### config.mk
export PLATFORM = sky130hd
export DESIGN_NAME = bresenham_styled_line
export DESIGN_NICKNAME = d
export VERILOG_FILES = /design/src/hw/rtl/bsl_pkg.sv /design/src/hw/rtl/bresenham_styled_line.sv /design/src/hw/rtl/bsl_pattern.sv /design/src/hw/rtl/bsl_step.sv
export SDC_FILE = /design/constraint.sdc
export NUM_CORES = 1
export LEC_CHECK = 0
export ABC_AREA = 1
export BUFFER_PORTS_ARGS = -buffer_cell sky130_fd_sc_hd__buf_4
export CAP_MARGIN = 20
export CORE_UTILIZATION = 51
export DETAILED_ROUTE_END_ITERATION = 6
export GPL_TIMING_DRIVEN = 0
export HOLD_SLACK_MARGIN = 0.06
export PLACE_DENSITY_LB_ADDON = 0.15
export SLEW_MARGIN = 20
export SYNTH_ARGS = -nofsm -noshare
export SYNTH_HDL_FRONTEND = slang
export SYNTH_SLANG_ARGS = --single-unit
### constraint.sdc
create_clock -name i_clk -period 3.42 [get_ports i_clk]
set_input_delay 0.171 -clock i_clk [delete_from_list [all_inputs] [get_ports i_clk]]
set_output_delay 0.171 -clock i_clk [all_outputs]
set_load 0.01 [all_outputs]
### src/hw/rtl/bsl_pkg.sv
// Shared types and constants for the styled line rasterizer.
package bsl_pkg;

    localparam int COORD_BITS_DEF = 12;
    localparam int PAT_BITS       = 4;

    typedef enum logic {
        OP_START = 1'b0,
        OP_STEP  = 1'b1
    } t_op;

    typedef enum logic [1:0] {
        STYLE_SIMPLE = 2'd0,
        STYLE_DASHED = 2'd1,
        STYLE_DOTTED = 2'd2,
        STYLE_THICK  = 2'd3
    } t_style;

    localparam logic [3:0] SIZE_NORMAL      = 4'd4;
    localparam logic [3:0] SIZE_THICK_START = 4'd7;
    localparam logic [3:0] SIZE_THICK       = 4'd8;

    localparam logic [PAT_BITS-1:0] PAT_START  = 4'd1;
    localparam logic [PAT_BITS-1:0] DASH_ON    = 4'd6;
    localparam logic [PAT_BITS-1:0] DASH_WRAP  = 4'd12;
    localparam logic [PAT_BITS-1:0] DOT_PERIOD = 4'd10;

    // Pattern unit result: plot flag and next pattern count.
    typedef struct packed {
        logic                plot;
        logic [PAT_BITS-1:0] count;
    } t_pat;

endpackage

### src/hw/rtl/bresenham_styled_line.sv
// Top level of the styled Bresenham line rasterizer.
//
// Usage:
//   Input channel (i_valid / o_stall) carries one transaction per item:
//   i_operation = start (load endpoints and style, emit the start point)
//   or step (advance x by one, maybe y, emit the new point).
//   Output channel (o_valid / i_stall) carries one pixel per input item:
//   position, plot flag under the dash/dot pattern, point size, line done.
// Path: the input register loads at the accepting edge; the result register,
//   and o_valid with it, loads when the item advances, which i_stall on a full result register delays.
//   Throughput: one item per cycle while i_stall is low; the line state
//   update is one add, saturate and compare on the decision path.
// Stall: when i_stall holds a full result register, the input register
//   keeps its item and o_stall rises only if both stages are full, so a
//   new transaction is still taken while a finished pixel waits.
// Reset: i_rst_n low at a clock edge empties both stages and zeroes the
//   line state; a step before any start reports point (0,0), line done.
// A step past the end holds x and y, plots nothing and flags line done.
module bresenham_styled_line #(
    parameter int COORD_BITS = bsl_pkg::COORD_BITS_DEF
) (
    input  logic                         i_clk,
    input  logic                         i_rst_n,
    input  logic                         i_valid,
    output logic                         o_stall,
    input  logic                         i_operation,
    input  logic signed [COORD_BITS-1:0] i_x_start,
    input  logic signed [COORD_BITS-1:0] i_y_start,
    input  logic signed [COORD_BITS-1:0] i_x_end,
    input  logic signed [COORD_BITS-1:0] i_y_end,
    input  logic [1:0]                   i_style,
    output logic                         o_valid,
    input  logic                         i_stall,
    output logic signed [COORD_BITS-1:0] o_pixel_x,
    output logic signed [COORD_BITS+1:0] o_pixel_y,
    output logic                         o_plot,
    output logic [3:0]                   o_point_size,
    output logic                         o_line_done
);
    import bsl_pkg::*;

    // input stage
    logic                         r_in_valid;
    logic                         r_in_op;
    logic signed [COORD_BITS-1:0] r_in_xs, r_in_ys, r_in_xe, r_in_ye;
    logic [1:0]                   r_in_style;

    // line state
    logic signed [COORD_BITS-1:0] r_cur_x, n_cur_x;
    logic signed [COORD_BITS+1:0] r_cur_y, n_cur_y;
    logic signed [COORD_BITS-1:0] r_end_x, n_end_x;
    logic signed [COORD_BITS+4:0] r_dec, n_dec;
    logic signed [COORD_BITS+1:0] r_inc_flat, n_inc_flat;
    logic signed [COORD_BITS+2:0] r_inc_diag, n_inc_diag;
    logic [1:0]                   r_style, n_style;
    logic [PAT_BITS-1:0]          r_pat_count;

    // result stage
    logic                         r_out_valid;
    logic signed [COORD_BITS-1:0] r_px;
    logic signed [COORD_BITS+1:0] r_py;
    logic                         r_plot;
    logic [3:0]                   r_size, n_size;
    logic                         r_done;

    logic   w_start;
    logic   w_moved;
    logic   w_done;
    logic   w_advance;
    logic   w_in_take;
    t_pat   w_pat;

    // the input stage moves on when the result stage is free or draining
    assign w_advance = r_in_valid && (!r_out_valid || !i_stall);
    assign o_stall   = r_in_valid && !w_advance;
    assign w_in_take = i_valid && !o_stall;
    assign w_start   = (r_in_op == OP_START);

    bsl_step #(
        .COORD_BITS(COORD_BITS)
    ) u_step (
        .i_start    (w_start),
        .i_x_start  (r_in_xs),
        .i_y_start  (r_in_ys),
        .i_x_end    (r_in_xe),
        .i_y_end    (r_in_ye),
        .i_cur_x    (r_cur_x),
        .i_cur_y    (r_cur_y),
        .i_end_x    (r_end_x),
        .i_dec      (r_dec),
        .i_inc_flat (r_inc_flat),
        .i_inc_diag (r_inc_diag),
        .o_cur_x    (n_cur_x),
        .o_cur_y    (n_cur_y),
        .o_end_x    (n_end_x),
        .o_dec      (n_dec),
        .o_inc_flat (n_inc_flat),
        .o_inc_diag (n_inc_diag),
        .o_moved    (w_moved),
        .o_done     (w_done)
    );

    // pattern runs on the stored style; a start item reloads it
    bsl_pattern u_pattern (
        .i_start (w_start),
        .i_moved (w_moved),
        .i_style (r_style),
        .i_count (r_pat_count),
        .o_pat   (w_pat)
    );

    assign n_style = w_start ? r_in_style : r_style;

    always_comb begin
        if (w_start) begin
            n_size = (r_in_style == STYLE_THICK) ? SIZE_THICK_START : SIZE_NORMAL;
        end else begin
            n_size = (r_style == STYLE_THICK) ? SIZE_THICK : SIZE_NORMAL;
        end
    end

    // input register
    always_ff @(posedge i_clk) begin
        if (!i_rst_n) begin
            r_in_valid <= 1'b0;
        end else if (w_in_take) begin
            r_in_valid <= 1'b1;
        end else if (w_advance) begin
            r_in_valid <= 1'b0;
        end
    end

    always_ff @(posedge i_clk) begin
        if (w_in_take) begin
            r_in_op    <= i_operation;
            r_in_xs    <= i_x_start;
            r_in_ys    <= i_y_start;
            r_in_xe    <= i_x_end;
            r_in_ye    <= i_y_end;
            r_in_style <= i_style;
        end
    end

    // line state, updated as each item retires into the result stage
    always_ff @(posedge i_clk) begin
        if (!i_rst_n) begin
            r_cur_x     <= '0;
            r_cur_y     <= '0;
            r_end_x     <= '0;
            r_dec       <= '0;
            r_inc_flat  <= '0;
            r_inc_diag  <= '0;
            r_style     <= '0;
            r_pat_count <= '0;
        end else if (w_advance) begin
            r_cur_x     <= n_cur_x;
            r_cur_y     <= n_cur_y;
            r_end_x     <= n_end_x;
            r_dec       <= n_dec;
            r_inc_flat  <= n_inc_flat;
            r_inc_diag  <= n_inc_diag;
            r_style     <= n_style;
            r_pat_count <= w_pat.count;
        end
    end

    // result register
    always_ff @(posedge i_clk) begin
        if (!i_rst_n) begin
            r_out_valid <= 1'b0;
        end else if (w_advance) begin
            r_out_valid <= 1'b1;
        end else if (!i_stall) begin
            r_out_valid <= 1'b0;
        end
    end

    always_ff @(posedge i_clk) begin
        if (w_advance) begin
            r_px   <= n_cur_x;
            r_py   <= n_cur_y;
            r_plot <= w_pat.plot;
            r_size <= n_size;
            r_done <= w_done;
        end
    end

    assign o_valid      = r_out_valid;
    assign o_pixel_x    = r_px;
    assign o_pixel_y    = r_py;
    assign o_plot       = r_plot;
    assign o_point_size = r_size;
    assign o_line_done  = r_done;

`ifndef SYNTHESIS
    // a start point is always drawn
    a_start_plots: assert property (@(posedge i_clk) disable iff (!i_rst_n)
        (w_advance && w_start) |=> o_plot)
        else $error("start point not plotted");

    // the dash counter never reaches its wrap value
    a_dash_range: assert property (@(posedge i_clk) disable iff (!i_rst_n)
        (r_style == STYLE_DASHED) |-> (r_pat_count < DASH_WRAP))
        else $error("dash counter out of range");

    // the dot counter stays inside one period
    a_dot_range: assert property (@(posedge i_clk) disable iff (!i_rst_n)
        (r_style == STYLE_DOTTED) |-> (r_pat_count < DOT_PERIOD))
        else $error("dot counter out of range");

    // a step that leaves x unchanged plots nothing
    a_idle_step: assert property (@(posedge i_clk) disable iff (!i_rst_n)
        (w_advance && !w_start && !w_moved) |=> (!o_plot && o_line_done))
        else $error("step past end plotted");
`endif

endmodule

### src/hw/rtl/bsl_pattern.sv
// Style pattern logic: plot decision and pattern counter update.
module bsl_pattern (
    input  logic                         i_start,
    input  logic                         i_moved,
    input  logic [1:0]                   i_style,
    input  logic [bsl_pkg::PAT_BITS-1:0] i_count,
    output bsl_pkg::t_pat                o_pat
);
    import bsl_pkg::*;

    logic [PAT_BITS:0]   w_cnt;
    logic [PAT_BITS:0]   w_p1;
    logic [PAT_BITS:0]   w_p2;
    logic [PAT_BITS-1:0] w_mod;

    assign w_cnt = {1'b0, i_count};

    always_comb begin
        // dashed: draw below DASH_ON, then run the off phase up to the wrap
        w_p1 = (i_count < DASH_ON) ? w_cnt + 5'd1 : w_cnt;
        w_p2 = w_p1;
        if (w_p1 >= {1'b0, DASH_ON}) begin
            w_p2 = w_p1 + 5'd1;
            if (w_p2 >= {1'b0, DASH_WRAP}) begin
                w_p2 = '0;
            end
        end
        // dotted: count modulo the dot period
        w_mod = (i_count >= DOT_PERIOD) ? i_count - DOT_PERIOD : i_count;
    end

    always_comb begin
        o_pat.plot  = 1'b0;
        o_pat.count = i_count;
        if (i_start) begin
            o_pat.plot  = 1'b1;
            o_pat.count = PAT_START;
        end else if (i_moved) begin
            case (i_style)
                STYLE_DASHED: begin
                    o_pat.plot  = (i_count < DASH_ON);
                    o_pat.count = w_p2[PAT_BITS-1:0];
                end
                STYLE_DOTTED: begin
                    o_pat.plot  = (w_mod == '0);
                    o_pat.count = (w_mod == DOT_PERIOD - 4'd1) ? '0 : w_mod + 4'd1;
                end
                default: begin
                    o_pat.plot = 1'b1;
                end
            endcase
        end
    end

endmodule

### src/hw/rtl/bsl_step.sv
// Position and decision update: line setup on start, one Bresenham step otherwise.
module bsl_step #(
    parameter int COORD_BITS = bsl_pkg::COORD_BITS_DEF
) (
    input  logic                         i_start,
    input  logic signed [COORD_BITS-1:0] i_x_start,
    input  logic signed [COORD_BITS-1:0] i_y_start,
    input  logic signed [COORD_BITS-1:0] i_x_end,
    input  logic signed [COORD_BITS-1:0] i_y_end,
    input  logic signed [COORD_BITS-1:0] i_cur_x,
    input  logic signed [COORD_BITS+1:0] i_cur_y,
    input  logic signed [COORD_BITS-1:0] i_end_x,
    input  logic signed [COORD_BITS+4:0] i_dec,
    input  logic signed [COORD_BITS+1:0] i_inc_flat,
    input  logic signed [COORD_BITS+2:0] i_inc_diag,
    output logic signed [COORD_BITS-1:0] o_cur_x,
    output logic signed [COORD_BITS+1:0] o_cur_y,
    output logic signed [COORD_BITS-1:0] o_end_x,
    output logic signed [COORD_BITS+4:0] o_dec,
    output logic signed [COORD_BITS+1:0] o_inc_flat,
    output logic signed [COORD_BITS+2:0] o_inc_diag,
    output logic                         o_moved,
    output logic                         o_done
);
    localparam int DB = COORD_BITS + 5;

    logic signed [COORD_BITS:0]   w_dx;
    logic signed [COORD_BITS:0]   w_dy;
    logic signed [COORD_BITS+1:0] w_dmd;
    logic signed [COORD_BITS+2:0] w_dec0;
    logic signed [DB:0]           w_inc;
    logic signed [DB:0]           w_sum;
    logic signed [DB-1:0]         w_sat;
    logic                         w_neg;

    // line setup
    assign w_dx   = {i_x_end[COORD_BITS-1], i_x_end} - {i_x_start[COORD_BITS-1], i_x_start};
    assign w_dy   = {i_y_end[COORD_BITS-1], i_y_end} - {i_y_start[COORD_BITS-1], i_y_start};
    assign w_dmd  = {w_dy[COORD_BITS], w_dy} - {w_dx[COORD_BITS], w_dx};
    assign w_dec0 = {w_dy[COORD_BITS], w_dy, 1'b0} - {{2{w_dx[COORD_BITS]}}, w_dx};

    // step: pick increment by decision sign, add and saturate
    assign o_moved = !i_start && (i_cur_x < i_end_x);
    assign w_neg   = i_dec[DB-1];
    assign w_inc   = w_neg ? {{4{i_inc_flat[COORD_BITS+1]}}, i_inc_flat}
                           : {{3{i_inc_diag[COORD_BITS+2]}}, i_inc_diag};
    assign w_sum   = {i_dec[DB-1], i_dec} + w_inc;

    always_comb begin
        if (w_sum[DB] != w_sum[DB-1]) begin
            w_sat = w_sum[DB] ? {1'b1, {(DB-1){1'b0}}} : {1'b0, {(DB-1){1'b1}}};
        end else begin
            w_sat = w_sum[DB-1:0];
        end
    end

    always_comb begin
        o_cur_x    = i_cur_x;
        o_cur_y    = i_cur_y;
        o_end_x    = i_end_x;
        o_dec      = i_dec;
        o_inc_flat = i_inc_flat;
        o_inc_diag = i_inc_diag;
        if (i_start) begin
            o_cur_x    = i_x_start;
            o_cur_y    = {{2{i_y_start[COORD_BITS-1]}}, i_y_start};
            o_end_x    = i_x_end;
            o_dec      = {{2{w_dec0[COORD_BITS+2]}}, w_dec0};
            o_inc_flat = {w_dy, 1'b0};
            o_inc_diag = {w_dmd, 1'b0};
        end else if (o_moved) begin
            o_cur_x = i_cur_x + {{(COORD_BITS-1){1'b0}}, 1'b1};
            o_cur_y = i_cur_y + {{(COORD_BITS+1){1'b0}}, !w_neg};
            o_dec   = w_sat;
        end
    end

    assign o_done = (o_cur_x >= o_end_x);

endmodule

==> run_results.csv, run 1 <==
group,metric,value,unit
setup_path,required,3.75,ns
synthesis,syn_area_per_cell,7.34,µm²
finish,drive_gt1_frac,0.164,
timing,min_period_over_period,1.02,
outcome,failed_checks,"negative setup slack",
placed_design,post-dp-hpwl,25.8,mm
placed_design,portBuffers,88,
clock_tree,cts_tree,"built",
synthesis,synth.lib_cells_used.distinct,46,
timing,final_critical_path_setup_slack,-0.0623,ns
flow_run,maxCapViolations,0,
clock_tree,cts.reportedPaths.clkPinSlew,0.08,ns
setup_path,cp.arrival,3.81,ns
finish,post_layout_instance_count_excluding_filler_cells,2079,
route,avgViaCountPerCell,5.44,
floorplan,effective_utilization_at_floorplan,0.519,
finish,diodes,0,
floorplan,overall_die_area,23600,µm²
floorplan,fp-row-count,55,
synthesis,syn_area,11700,µm²
floorplan,floorplan_core_area,22600,µm²
route,routed_wire_length_per_instance,16.8,µm
timing,relSlewSlack,0.418,
synthesis,postSynth.topFlopCell,"sky130_fd_sc_hd__dfxtp_1",
timing,final_period_minus_worst_setup_slack,3.48,ns
timing,finalSetupViolations,3,
global_routing,grt.overflow.total,0,
timing,final.setup_skew,0.0125,ns
clock_tree,cts_num_sinks,171,
route,detailedRoute.firstPassIterationCount,5,
global_routing,grtUsageTotal,0.297,
synthesis,synth_top_area_share,0.210,
setup_path,worst-path-max-fanout,7,
setup_path,critPathLaunchType,"register",
setup_path,cp_common_cell,"sky130_fd_sc_hd__nand2_2",
finish,num-nets-final,1944,
floorplan,num_io_pins,89,
synthesis,synth_seq_cells,171,
pwr,worst_ir_drop_vdd,0.000348,V
synthesis,synth_fp_nets,1758,
timing,max_freq,287,MHz
setup_path,cp_slowest_stage_delay,0.39,ns
timing,rsz0062_at_grt,"true",
global_routing,grt_pass1_wl,54.2,mm
clock_tree,clkLatencyLatePin,0.45,ns
synthesis,async_set_or_reset_flop_fraction_in_the_synthesized_netlist,0,
route,drc_violation_total_after_the_first_tritonroute_iteration,939,
timing,finalHoldWorstSlack,0.309,ns
placed_design,place.gp.congestion,0.928,
placed_design,placedCellCount,1970,
setup_path,timing.critical_path.to_type,"register",
pwr,p_total,7.41,mW
min_path,tightest_hold_check_type,"in2reg",
timing,final-hold-violation-count,0,
pwr,power_leakage,7.05,nW
route,detail_route.drc_violations,0,
finish,area_delta_synth_final,25.6,%
route,detail_route.wirelength,34.9,mm
pwr,power_density,504,nW/µm²
synthesis,synthDominantAreaCellType,"sky130_fd_sc_hd__edfxtp_1",
clock_tree,clock-root-buffer,"sky130_fd_sc_hd__clkbuf_16",
synthesis,synth-edff-count,82,
outcome,run_status,"finished, violations left",
floorplan,chipWidth,154,µm
clock_tree,htree_num_levels,4,
synthesis,synthesis.instances,1595,
synthesis,synth.yosys.warnings,0,
clock_tree,clock_path_buffers,2,
floorplan,chipHeight,154,µm
setup_path,worstSetupPathType,"reg2reg",
timing,final_max_slew_viol_count,0,
route,postRouteAntennaNets,0,
global_routing,grt_start_max_net_pins,39,
global_routing,first_global_vias,10400,
synthesis,sequential_fraction_of_the_synthesis_area,0.362,
global_routing,grt_antenna_before_repair,0,
route,routed-via-count,11300,
timing,worst_slew_pin_slew,0.872,ns
synthesis,synthTopCellsByArea,"sky130_fd_sc_hd__edfxtp_1 (21%), sky130_fd_sc_hd__dfxtp_1 (15%), sky130_fd_sc_hd__nand2_1 (13%)",
clock_tree,cts_made_buffers,17,
setup_path,worst_path_max_delay_cell,"sky130_fd_sc_hd__edfxtp_1",
## logic make-up after synthesis
logic type               after synthesis  synth area share
flip-flops                           171             0.362
adder cells (fa/ha/maj)              108             0.119
XOR/XNOR                              52            0.0389
buffers and inverters                294            0.0986
AND/OR/NAND/NOR                      689             0.251
AO/OA/AOI/OAI                        281             0.130
## Yosys cell counts (6+ instances only)
library cell                 n
sky130_fd_sc_hd__nand4_1    23
sky130_fd_sc_hd__nor3_1     14
sky130_fd_sc_hd__nand3_1   119
sky130_fd_sc_hd__buf_2       6
sky130_fd_sc_hd__nor2_1    102
sky130_fd_sc_hd__a211oi_1   12
sky130_fd_sc_hd__a31oi_1     6
sky130_fd_sc_hd__or2_2       6
sky130_fd_sc_hd__inv_1     241
sky130_fd_sc_hd__o21ai_0    92
sky130_fd_sc_hd__edfxtp_1   82
sky130_fd_sc_hd__xor2_1     36
sky130_fd_sc_hd__nand2_1   398
sky130_fd_sc_hd__a21oi_1   125
sky130_fd_sc_hd__dfxtp_1    89
sky130_fd_sc_hd__clkbuf_1   30
sky130_fd_sc_hd__o21bai_1   11
sky130_fd_sc_hd__nand2_2     6
sky130_fd_sc_hd__ha_1      103
sky130_fd_sc_hd__xnor2_1    16
sky130_fd_sc_hd__o21ai_1    14
## where the power goes
group | internal (mW) | switching [mW] | leakage, nW
Combinational | 1.16 | 1.88 | 5.25
Sequential | 2.30 | 0.0968 | 1.52
Clock | 1.03 | 0.935 | 0.282
## cell usage in the layout, fill, tap and decap left out, drive strengths merged, types with 12 or more instances in the layout
master,Yosys,routed
xor2,36,36
dlygate4sd3,0,53
nor3,16,16
buf,17,131
nor2,107,107
dfxtp,89,89
inv,246,254
nand2,405,405
nand4,23,23
clkbuf,30,48
xnor2,16,16
a21oi,126,126
a211oi,12,12
nand3,124,124
ha,103,103
edfxtp,82,82
o21ai,106,106
## flip-flops by register name, summed over array words and instances (netlist names), 3 cells and up
register      cells
o_pixel_x        12
o_pixel_y        14
o_point_size      3
r_cur_x          12
r_cur_y          14
r_dec            16
r_end_x          12
r_in_xe          12
r_in_xs          12
r_in_ye          12
r_in_ys          12
r_inc_diag       14
r_inc_flat       13
r_pat_count       4
## per-layer routing
metal  GRT usage  share of wire  routed length [µm]  up-vias
met5           0              0                   0        -
met4       0.111          0.032                1130        0
met3      0.0459          0.070                2460       58
met2       0.468           0.45               15500      416
met1       0.413           0.45               15800     5242
li1            -              -                   -     5594
## repair_timing
item / 4_1_cts / 5_1_grt
setup endpoints to repair: 17 / 23
resized for setup: 63 / 81
pin swaps: 25 / 29
hold buffers: 53 / 0
setup buffers: 12 / 12
endpoints found under the hold margin: 53 / 0
## critical path: cells and delay by family (launching register included)
family / cells / cell delay, ns
simple gates: 11 / 0.87
buf+inv: 4 / 0.33
fa+ha+maj: 3 / 0.83
compound gates: 7 / 0.91
flops: 1 / 0.39
## area by class of cell
class | count | area (µm²)
fill | 1967 | 7870
clock buffer | 18 | 429
sequential | 171 | 4250
tap | 285 | 357
inverter | 247 | 940
buffer | 47 | 244
clock inverter | 14 | 153
multi-input combinational | 1130 | 6920
timing repair buffer | 167 | 1410
## final timing paths
check | startpoint | endpoint | slack (ns) | depth (start not counted)
worst min register to register | r_inc_flat[3]$_SDFFE_PN0P_ | r_inc_flat[3]$_SDFFE_PN0P_ | 0.46 | 2
worst max register to register | r_in_xe[0]$_DFFE_PP_ | r_dec[16]$_SDFFE_PN0P_ | -0.06 | 25
worst max-delay path | r_in_xe[0]$_DFFE_PP_ | r_dec[16]$_SDFFE_PN0P_ | -0.06 | 25
worst min-delay path | i_rst_n | r_dec[6]$_SDFFE_PN0P_ | 0.31 | 4
## per-stage QoR
stage | worst slack, ns | setup TNS [ns] | area, µm² | util
2_1_floorplan | 0.330 | 0 | 11700 | -
3_3_place_gp | -0.571 | -3.59 | 12700 | 0.564
5_1_grt | -0.155 | -0.870 | 14700 | 0.651
4_1_cts | -0.0774 | -0.188 | 14300 | 0.632
6_report | -0.0623 | -0.164 | 14700 | 0.651
3_5_place_dp | -0.587 | -3.70 | 12800 | 0.566
Note: power is estimated with default switching activity, not from simulation.
==> inputs of run 2 (changes only) <==
--- a/config.mk
+++ b/config.mk
@@ -13,6 +13,7 @@
 export GPL_TIMING_DRIVEN = 0
 export HOLD_SLACK_MARGIN = 0.06
 export PLACE_DENSITY_LB_ADDON = 0.15
+export REMOVE_ABC_BUFFERS = 1
 export SLEW_MARGIN = 20
 export SYNTH_ARGS = -nofsm -noshare
 export SYNTH_HDL_FRONTEND = slang
==> run 2 against run 1 <==
The run still ends with negative setup slack left. Utilization down 0.33 points. Non-clock buffer count down 28. Sequential power about the same. Global-route usage down 3.0 points. Routed wire length down 7.8%. Worst setup slack better by 0.041 ns. Sequential cell count unchanged. Via count down 1.9%. Total power down 1.2%. Critical path depth up 1. Combinational power down 3%. Design area down 0.50%. Critical endpoint is now r_dec[13]$_SDFFE_PN0P_. Largest cell class unchanged.
==> run_results.csv, run 2 (same netlist as run 1, synthesis figures left out) <==
group,metric,value,unit
outcome,run_status,"finished, violations left",
outcome,failed_checks,"negative setup slack",
pwr,power_leakage,7.05,nW
setup_path,regToRegSetupSlack,-0.02,ns
pwr,switching_share,0.385,
finish,diodes,0,
timing,finalSetupViolations,1,
finish,area_delta_synth_final,24.9,%
placed_design,placedCellCount,1930,
timing,worst_slew_pin_slew,0.877,ns
timing,final_period_minus_worst_setup_slack,3.44,ns
floorplan,overall_die_area,23600,µm²
setup_path,cp.arrival,3.78,ns
finish,most_common_cell_after_layout_fill_and_taps_aside,"sky130_fd_sc_hd__nand2_1",
pwr,p_total,7.32,mW
finish,final_cell_mix,"sky130_fd_sc_hd__nand2_1 (380), sky130_fd_sc_hd__inv_1 (230), sky130_fd_sc_hd__buf_4 (123)",
min_path,worst_hold_startpoint,"i_rst_n",
clock_tree,clock_path_buffers,2,
finish,largest_register_ff_count,16,
timing,min_period_over_period,1.01,
clock_tree,clkLatencyLatePin,0.44,ns
clock_tree,cts_tree,"built",
setup_path,required,3.76,ns
placed_design,post-dp-hpwl,21.8,mm
route,detail_route.drc_violations,0,
setup_path,r2r-end,"r_dec[13]$_SDFFE_PN0P_",
finish,post_layout_instance_count_excluding_filler_cells,2052,
min_path,whs_endpoint,"r_inc_diag[9]$_SDFFE_PN0P_",
floorplan,floorplan_core_area,22600,µm²
clock_tree,clock-root-buffer,"sky130_fd_sc_hd__clkbuf_16",
pwr,worst_ir_drop_vdd,0.000322,V
global_routing,grt.overflow.total,0,
route,detailedRoute.firstPassIterationCount,5,
global_routing,met2_usage,0.476,
timing,relSlewSlack,0.415,
global_routing,grt_start_max_net_pins,51,
finish,num-nets-final,1917,
flow_run,maxCapViolations,0,
placed_design,place.gp.congestion,0.877,
clock_tree,cts_num_sinks,171,
pwr,switchingPower,2.82,mW
setup_path,rr_startpoint,"r_in_xe[0]$_DFFE_PP_",
route,routed_wire_length_per_instance,15.7,µm
floorplan,effective_utilization_at_floorplan,0.519,
global_routing,grt_pass1_wl,50.5,mm
floorplan,chipHeight,154,µm
finish,drive_gt1_frac,0.168,
pwr,p_seq_frac,0.330,
timing,max_freq,291,MHz
min_path,tightest_hold_check_type,"in2reg",
route,avgViaCountPerCell,5.41,
finish,fillerInstances,1967,
timing,rsz0062_at_grt,"true",
route,drc_violation_total_after_the_first_tritonroute_iteration,994,
global_routing,top_usage_layer,"met2",
finish,final_core_util,0.648,
pwr,clock_power_share,0.269,
global_routing,globalRouteMet3Util,0.0344,
finish,most_flop_heavy_register,"r_dec",
floorplan,chipWidth,154,µm
setup_path,worst-path-max-fanout,4,
route,detail_route.wirelength,32.2,mm
min_path,worstHoldPathCells,3,
setup_path,timing.critical_path.to_type,"register",
route,routed-via-count,11100,
global_routing,grtUsageTotal,0.267,
global_routing,grt_antenna_before_repair,0,
global_routing,first_global_vias,10400,
timing,final_max_slew_viol_count,0,
clock_tree,htree_num_levels,4,
pwr,power_density,500,nW/µm²
setup_path,critPathLaunchType,"register",
setup_path,rr_worst_depth,26,
clock_tree,cts_made_buffers,17,
placed_design,portBuffers,88,
floorplan,fp-row-count,55,
timing,final-hold-violation-count,0,
timing,final_critical_path_setup_slack,-0.0215,ns
placed_design,pre_cts_slack,-0.469,ns
timing,final.setup_skew,0.0122,ns
route,postRouteAntennaNets,0,
pwr,combPwrFrac,0.401,
setup_path,worstSetupPathType,"reg2reg",
floorplan,num_io_pins,89,
pwr,internal_power,4.50,mW
clock_tree,cts.reportedPaths.clkPinSlew,0.07,ns
global_routing,grt_use_met1,0.344,
==> run 2: critical path: stages (launching register included) <==
cell	delay, ns
sky130_fd_sc_hd__edfxtp_1	0.39
sky130_fd_sc_hd__inv_2	0.10
sky130_fd_sc_hd__ha_4	0.14
sky130_fd_sc_hd__inv_4	0.04
sky130_fd_sc_hd__fa_2	0.40
sky130_fd_sc_hd__a21oi_2	0.16
sky130_fd_sc_hd__o21bai_2	0.11
sky130_fd_sc_hd__nand2_1	0.11
sky130_fd_sc_hd__nand2_1	0.07
sky130_fd_sc_hd__nand2_2	0.07
sky130_fd_sc_hd__nand2_1	0.05
sky130_fd_sc_hd__nand2_1	0.07
sky130_fd_sc_hd__nand2_2	0.09
sky130_fd_sc_hd__xnor2_2	0.14
sky130_fd_sc_hd__buf_6	0.13
sky130_fd_sc_hd__ha_4	0.31
sky130_fd_sc_hd__nand2_4	0.09
sky130_fd_sc_hd__nor3_4	0.19
sky130_fd_sc_hd__inv_1	0.06
sky130_fd_sc_hd__nor2_1	0.09
sky130_fd_sc_hd__nor2_1	0.05
sky130_fd_sc_hd__nand2_1	0.11
sky130_fd_sc_hd__a21oi_1	0.07
sky130_fd_sc_hd__o21ai_1	0.10
sky130_fd_sc_hd__nand3_1	0.09
sky130_fd_sc_hd__nand2_1	0.06
sky130_fd_sc_hd__inv_1	0.03
==> run 2: worst max path at each step <==
stage,startpoint,endpoint,slack [ns],depth (start not counted)
floorplan,r_in_op$_DFFE_PP_,o_line_done$_DFFE_PP_,-0.72,15
global placement,r_in_op$_DFFE_PP_,o_line_done$_DFFE_PP_,-3.22,15
detailed placement,r_end_x[11]$_SDFFE_PN0P_,o_line_done$_DFFE_PP_,-0.47,21
CTS,r_in_ye[0]$_DFFE_PP_,r_dec[16]$_SDFFE_PN0P_,0.008,18
global route,r_in_xe[0]$_DFFE_PP_,r_dec[13]$_SDFFE_PN0P_,-0.24,27
finish,r_in_xe[0]$_DFFE_PP_,r_dec[13]$_SDFFE_PN0P_,-0.02,26
==> run 2: final cells by class <==
class / instances / area (µm²) / area share
clock inverter: 13 / 124 / 0.00847
clock buffer: 19 / 464 / 0.0317
sequential: 171 / 4260 / 0.291
tap: 285 / 357 / 0.0244
timing repair buffer: 186 / 1660 / 0.114
inverter: 247 / 938 / 0.0642
multi-input combinational: 1131 / 6820 / 0.466
==> run 2: routing by layer <==
layer	vias up	wire length [µm]	part of all wire
li1	5553	-	-
met1	5206	14500	0.45
met2	303	15900	0.49
met3	32	1390	0.043
met4	0	385	0.012
met5	-	0	0
==> run 2: per-stage QoR <==
step / hold WS [ns] / TNS (ns) / area [µm²]
floorplan: 0.269 / -0.723 / 11500
CTS: 0.234 / 0 / 14000
detailed placement: 0.350 / -5.46 / 12700
finish: 0.245 / -0.0215 / 14600
global placement: 0.349 / -159.69 / 12500
global route: 0.274 / -1.44 / 14600
==> run 2: power groups by stage <==
| stage | registers [mW] | clock network (mW) | logic (mW) |
|---|---|---|---|
| 2_1_floorplan | 2.44 | 0 | 1.65 |
| 3_3_place_gp | 2.47 | 0 | 2.22 |
| 3_5_place_dp | 2.45 | 0 | 2.28 |
| 4_1_cts | 2.41 | 1.99 | 2.47 |
| 5_1_grt | 2.43 | 2.07 | 3.21 |
| 6_report | 2.41 | 1.97 | 2.94 |
==> run 2: what timing repair did <==
item                                    4_1_cts  5_1_grt
gates resized for setup                      28      103
buffers inserted                              8       28
pin swaps                                     9       60
endpoints found under the hold margin        53        0
hold buffers                                 53        0
gates cloned                                  0        1
endpoints found under the setup margin       19       24
==> inputs of run 3 (changes only) <==
--- a/config.mk
+++ b/config.mk
@@ -6,10 +6,12 @@
 export NUM_CORES = 1
 export LEC_CHECK = 0
 export ABC_AREA = 1
-export BUFFER_PORTS_ARGS = -buffer_cell sky130_fd_sc_hd__buf_4
+export BUFFER_PORTS_ARGS = -buffer_cell sky130_fd_sc_hd__buf_2
 export CAP_MARGIN = 20
+export CORE_ASPECT_RATIO = 1.2
 export CORE_UTILIZATION = 51
 export DETAILED_ROUTE_END_ITERATION = 6
+export GPL_ROUTABILITY_DRIVEN = 1
 export GPL_TIMING_DRIVEN = 0
 export HOLD_SLACK_MARGIN = 0.06
 export PLACE_DENSITY_LB_ADDON = 0.15
==> run 3 against run 2 <==
The run now ends clean. Count of clock-buffer cells in the layout fell by 1. Global-route usage about the same. Routed wire length down 2.0%. Combinational power decreased by 5%. Largest power group unchanged. Clock power grew 5%. Sequential share of layout area increased by 0.46 points. Worst setup slack gained 0.072 ns. Total power shrank 0.80%. Sequential cell count stayed put. Utilization decreased by 0.79 points. Register-to-register slack improved by 0.07 ns.
==> run_results.csv, run 3 (same netlist as run 1, synthesis figures left out) <==
group,metric,value,unit
outcome,run_status,"finished clean",
global_routing,first_global_vias,10400,
finish,area_of_the_multi_input_gates,6840,µm²
setup_path,cp.arrival,3.71,ns
route,postRouteAntennaNets,0,
min_path,worst_hold_startpoint,"i_stall",
finish,most_common_cell_after_layout_fill_and_taps_aside,"sky130_fd_sc_hd__nand2_1",
setup_path,rr_worst_depth,23,
setup_path,r2r-end,"r_dec[15]$_SDFFE_PN0P_",
pwr,switching_share,0.375,
route,avgViaCountPerCell,5.33,
floorplan,chipWidth,140,µm
clock_tree,cts_made_buffers,17,
setup_path,worstSetupPathType,"reg2reg",
global_routing,grtUsageTotal,0.267,
timing,rsz0062_at_grt,"true",
pwr,power_leakage,6.93,nW
finish,fin_area,14400,µm²
placed_design,pre_cts_slack,-0.606,ns
timing,max_freq,297,MHz
floorplan,fp-row-count,60,
route,detail_route.drc_violations,0,
clock_tree,clkLatencyLatePin,0.46,ns
setup_path,rr_startpoint,"r_in_xs[0]$_DFFE_PP_",
global_routing,grt_pass1_wl,49.6,mm
timing,final_critical_path_setup_slack,0.0507,ns
route,routed_wire_length_per_instance,15.5,µm
placed_design,portBuffers,88,
global_routing,met2_usage,0.494,
pwr,p_seq_frac,0.333,
clock_tree,cts_num_sinks,171,
clock_tree,htree_num_levels,4,
floorplan,num_io_pins,89,
placed_design,post-dp-hpwl,22.0,mm
route,routed-via-count,10900,
setup_path,worst-path-max-fanout,4,
route,detail_route.wirelength,31.5,mm
pwr,power_density,505,nW/µm²
min_path,whs_endpoint,"r_in_valid$_SDFFE_PN0P_",
pwr,combPwrFrac,0.383,
global_routing,grt_use_met1,0.313,
global_routing,grt.overflow.total,0,
finish,area_delta_synth_final,22.7,%
timing,finalSetupViolations,0,
clock_tree,clock_path_buffers,2,
timing,final_max_slew_viol_count,0,
finish,sequential_cell_area,4250,µm²
timing,min_period_over_period,0.985,
min_path,tightest_hold_check_type,"in2reg",
setup_path,critPathLaunchType,"register",
timing,relSlewSlack,0.325,
pwr,switchingPower,2.72,mW
floorplan,overall_die_area,23600,µm²
route,detailedRoute.firstPassIterationCount,5,
placed_design,place.gp.congestion,0.886,
setup_path,regToRegSetupSlack,0.05,ns
finish,diodes,0,
timing,finalHoldWorstSlack,0.134,ns
global_routing,top_usage_layer,"met2",
setup_path,required,3.76,ns
global_routing,grt_antenna_before_repair,0,
placed_design,placedCellCount,1925,
setup_path,timing.critical_path.to_type,"register",
finish,fillerInstances,1929,
flow_run,maxCapViolations,0,
placed_design,post_dp_cell_area,12500,µm²
global_routing,grt_start_max_net_pins,51,
timing,final_period_minus_worst_setup_slack,3.37,ns
global_routing,globalRouteMet3Util,0.0319,
pwr,clock_power_share,0.284,
finish,most_flop_heavy_register,"r_dec",
timing,final.setup_skew,0.0156,ns
timing,worst_slew_pin_slew,1.01,ns
clock_tree,cts_tree,"built",
pwr,worst_ir_drop_vdd,0.000390,V
clock_tree,clock-root-buffer,"sky130_fd_sc_hd__clkbuf_16",
clock_tree,cts.reportedPaths.clkPinSlew,0.07,ns
floorplan,effective_utilization_at_floorplan,0.522,
min_path,worstHoldPathCells,5,
floorplan,floorplan_core_area,22400,µm²
pwr,internal_power,4.53,mW
floorplan,chipHeight,168,µm
finish,post_layout_instance_count_excluding_filler_cells,2036,
finish,final_cell_mix,"sky130_fd_sc_hd__nand2_1 (385), sky130_fd_sc_hd__inv_1 (230), sky130_fd_sc_hd__nand3_1 (117)",
timing,final-hold-violation-count,0,
route,drc_violation_total_after_the_first_tritonroute_iteration,652,
finish,num-nets-final,1907,
pwr,p_total,7.26,mW
finish,largest_register_ff_count,16,
finish,drive_gt1_frac,0.155,
## run 3: metrics by stage
step	util	TNS, ns
6_report	0.640	0
3_3_place_gp	0.547	-159.33
5_1_grt	0.640	-0.626
2_1_floorplan	-	-0.723
4_1_cts	0.616	0
3_5_place_dp	0.557	-8.12
## run 3: how the worst max path moves through the flow
stage,endpoint,start
floorplan,o_line_done$_DFFE_PP_,r_in_op$_DFFE_PP_
global placement,o_line_done$_DFFE_PP_,r_in_op$_DFFE_PP_
detailed placement,r_dec[13]$_SDFFE_PN0P_,r_dec[16]$_SDFFE_PN0P_
CTS,r_inc_diag[9]$_SDFFE_PN0P_,r_in_xs[2]$_DFFE_PP_
global route,r_dec[15]$_SDFFE_PN0P_,r_in_xe[0]$_DFFE_PP_
finish,r_dec[15]$_SDFFE_PN0P_,r_in_xs[0]$_DFFE_PP_
## run 3: cell type report
class | count | area share
Timing Repair Buffer | 175 | 0.0953
Clock buffer | 18 | 0.0306
Tap cell | 279 | 0.0243
Multi-Input combinational cell | 1132 | 0.476
Inverter | 247 | 0.0657
Clock inverter | 14 | 0.0120
Sequential cell | 171 | 0.296
## run 3: power by group through the flow
stage	sequential [mW]	clock, mW	combinational, mW
after floorplan	2.44	0	1.65
after global placement	2.47	0	2.19
after detailed placement	2.45	0	2.26
after CTS	2.41	2.08	2.43
after global routing	2.43	2.16	3.09
final	2.42	2.06	2.78
## run 3: worst max-delay path, stage by stage, from the launching register on
cell and delay (ns):
sky130_fd_sc_hd__edfxtp_1 0.48, sky130_fd_sc_hd__ha_4 0.21, sky130_fd_sc_hd__inv_4 0.06, sky130_fd_sc_hd__fa_2 0.23, sky130_fd_sc_hd__a21oi_2 0.07, sky130_fd_sc_hd__o21bai_2 0.19
sky130_fd_sc_hd__nand2_1 0.10, sky130_fd_sc_hd__nand2_1 0.07, sky130_fd_sc_hd__nand2_1 0.07, sky130_fd_sc_hd__nand2_1 0.08, sky130_fd_sc_hd__nand2_2 0.07, sky130_fd_sc_hd__nand2_4 0.10
sky130_fd_sc_hd__nand2_2 0.05, sky130_fd_sc_hd__a22oi_2 0.28, sky130_fd_sc_hd__ha_4 0.28, sky130_fd_sc_hd__inv_4 0.08, sky130_fd_sc_hd__nor3_4 0.05, sky130_fd_sc_hd__buf_4 0.13
sky130_fd_sc_hd__a21oi_2 0.17, sky130_fd_sc_hd__nand2_1 0.08, sky130_fd_sc_hd__nand2_2 0.08, sky130_fd_sc_hd__nand2_2 0.06, sky130_fd_sc_hd__a21oi_4 0.18, sky130_fd_sc_hd__a21oi_2 0.08
## run 3: metal layers
metal,part of all wire,vias up
li1,-,5527
met1,0.44,5024
met2,0.51,251
met3,0.033,54
met4,0.024,0
met5,0,-
## run 3: timing repair
action,in CTS,in global routing
endpoints found under the setup margin,21,35
gates cloned,0,2
pin swaps,11,46
gates resized for setup,28,94
hold buffers,53,0
buffers inserted,10,15
hold endpoints to repair,53,0
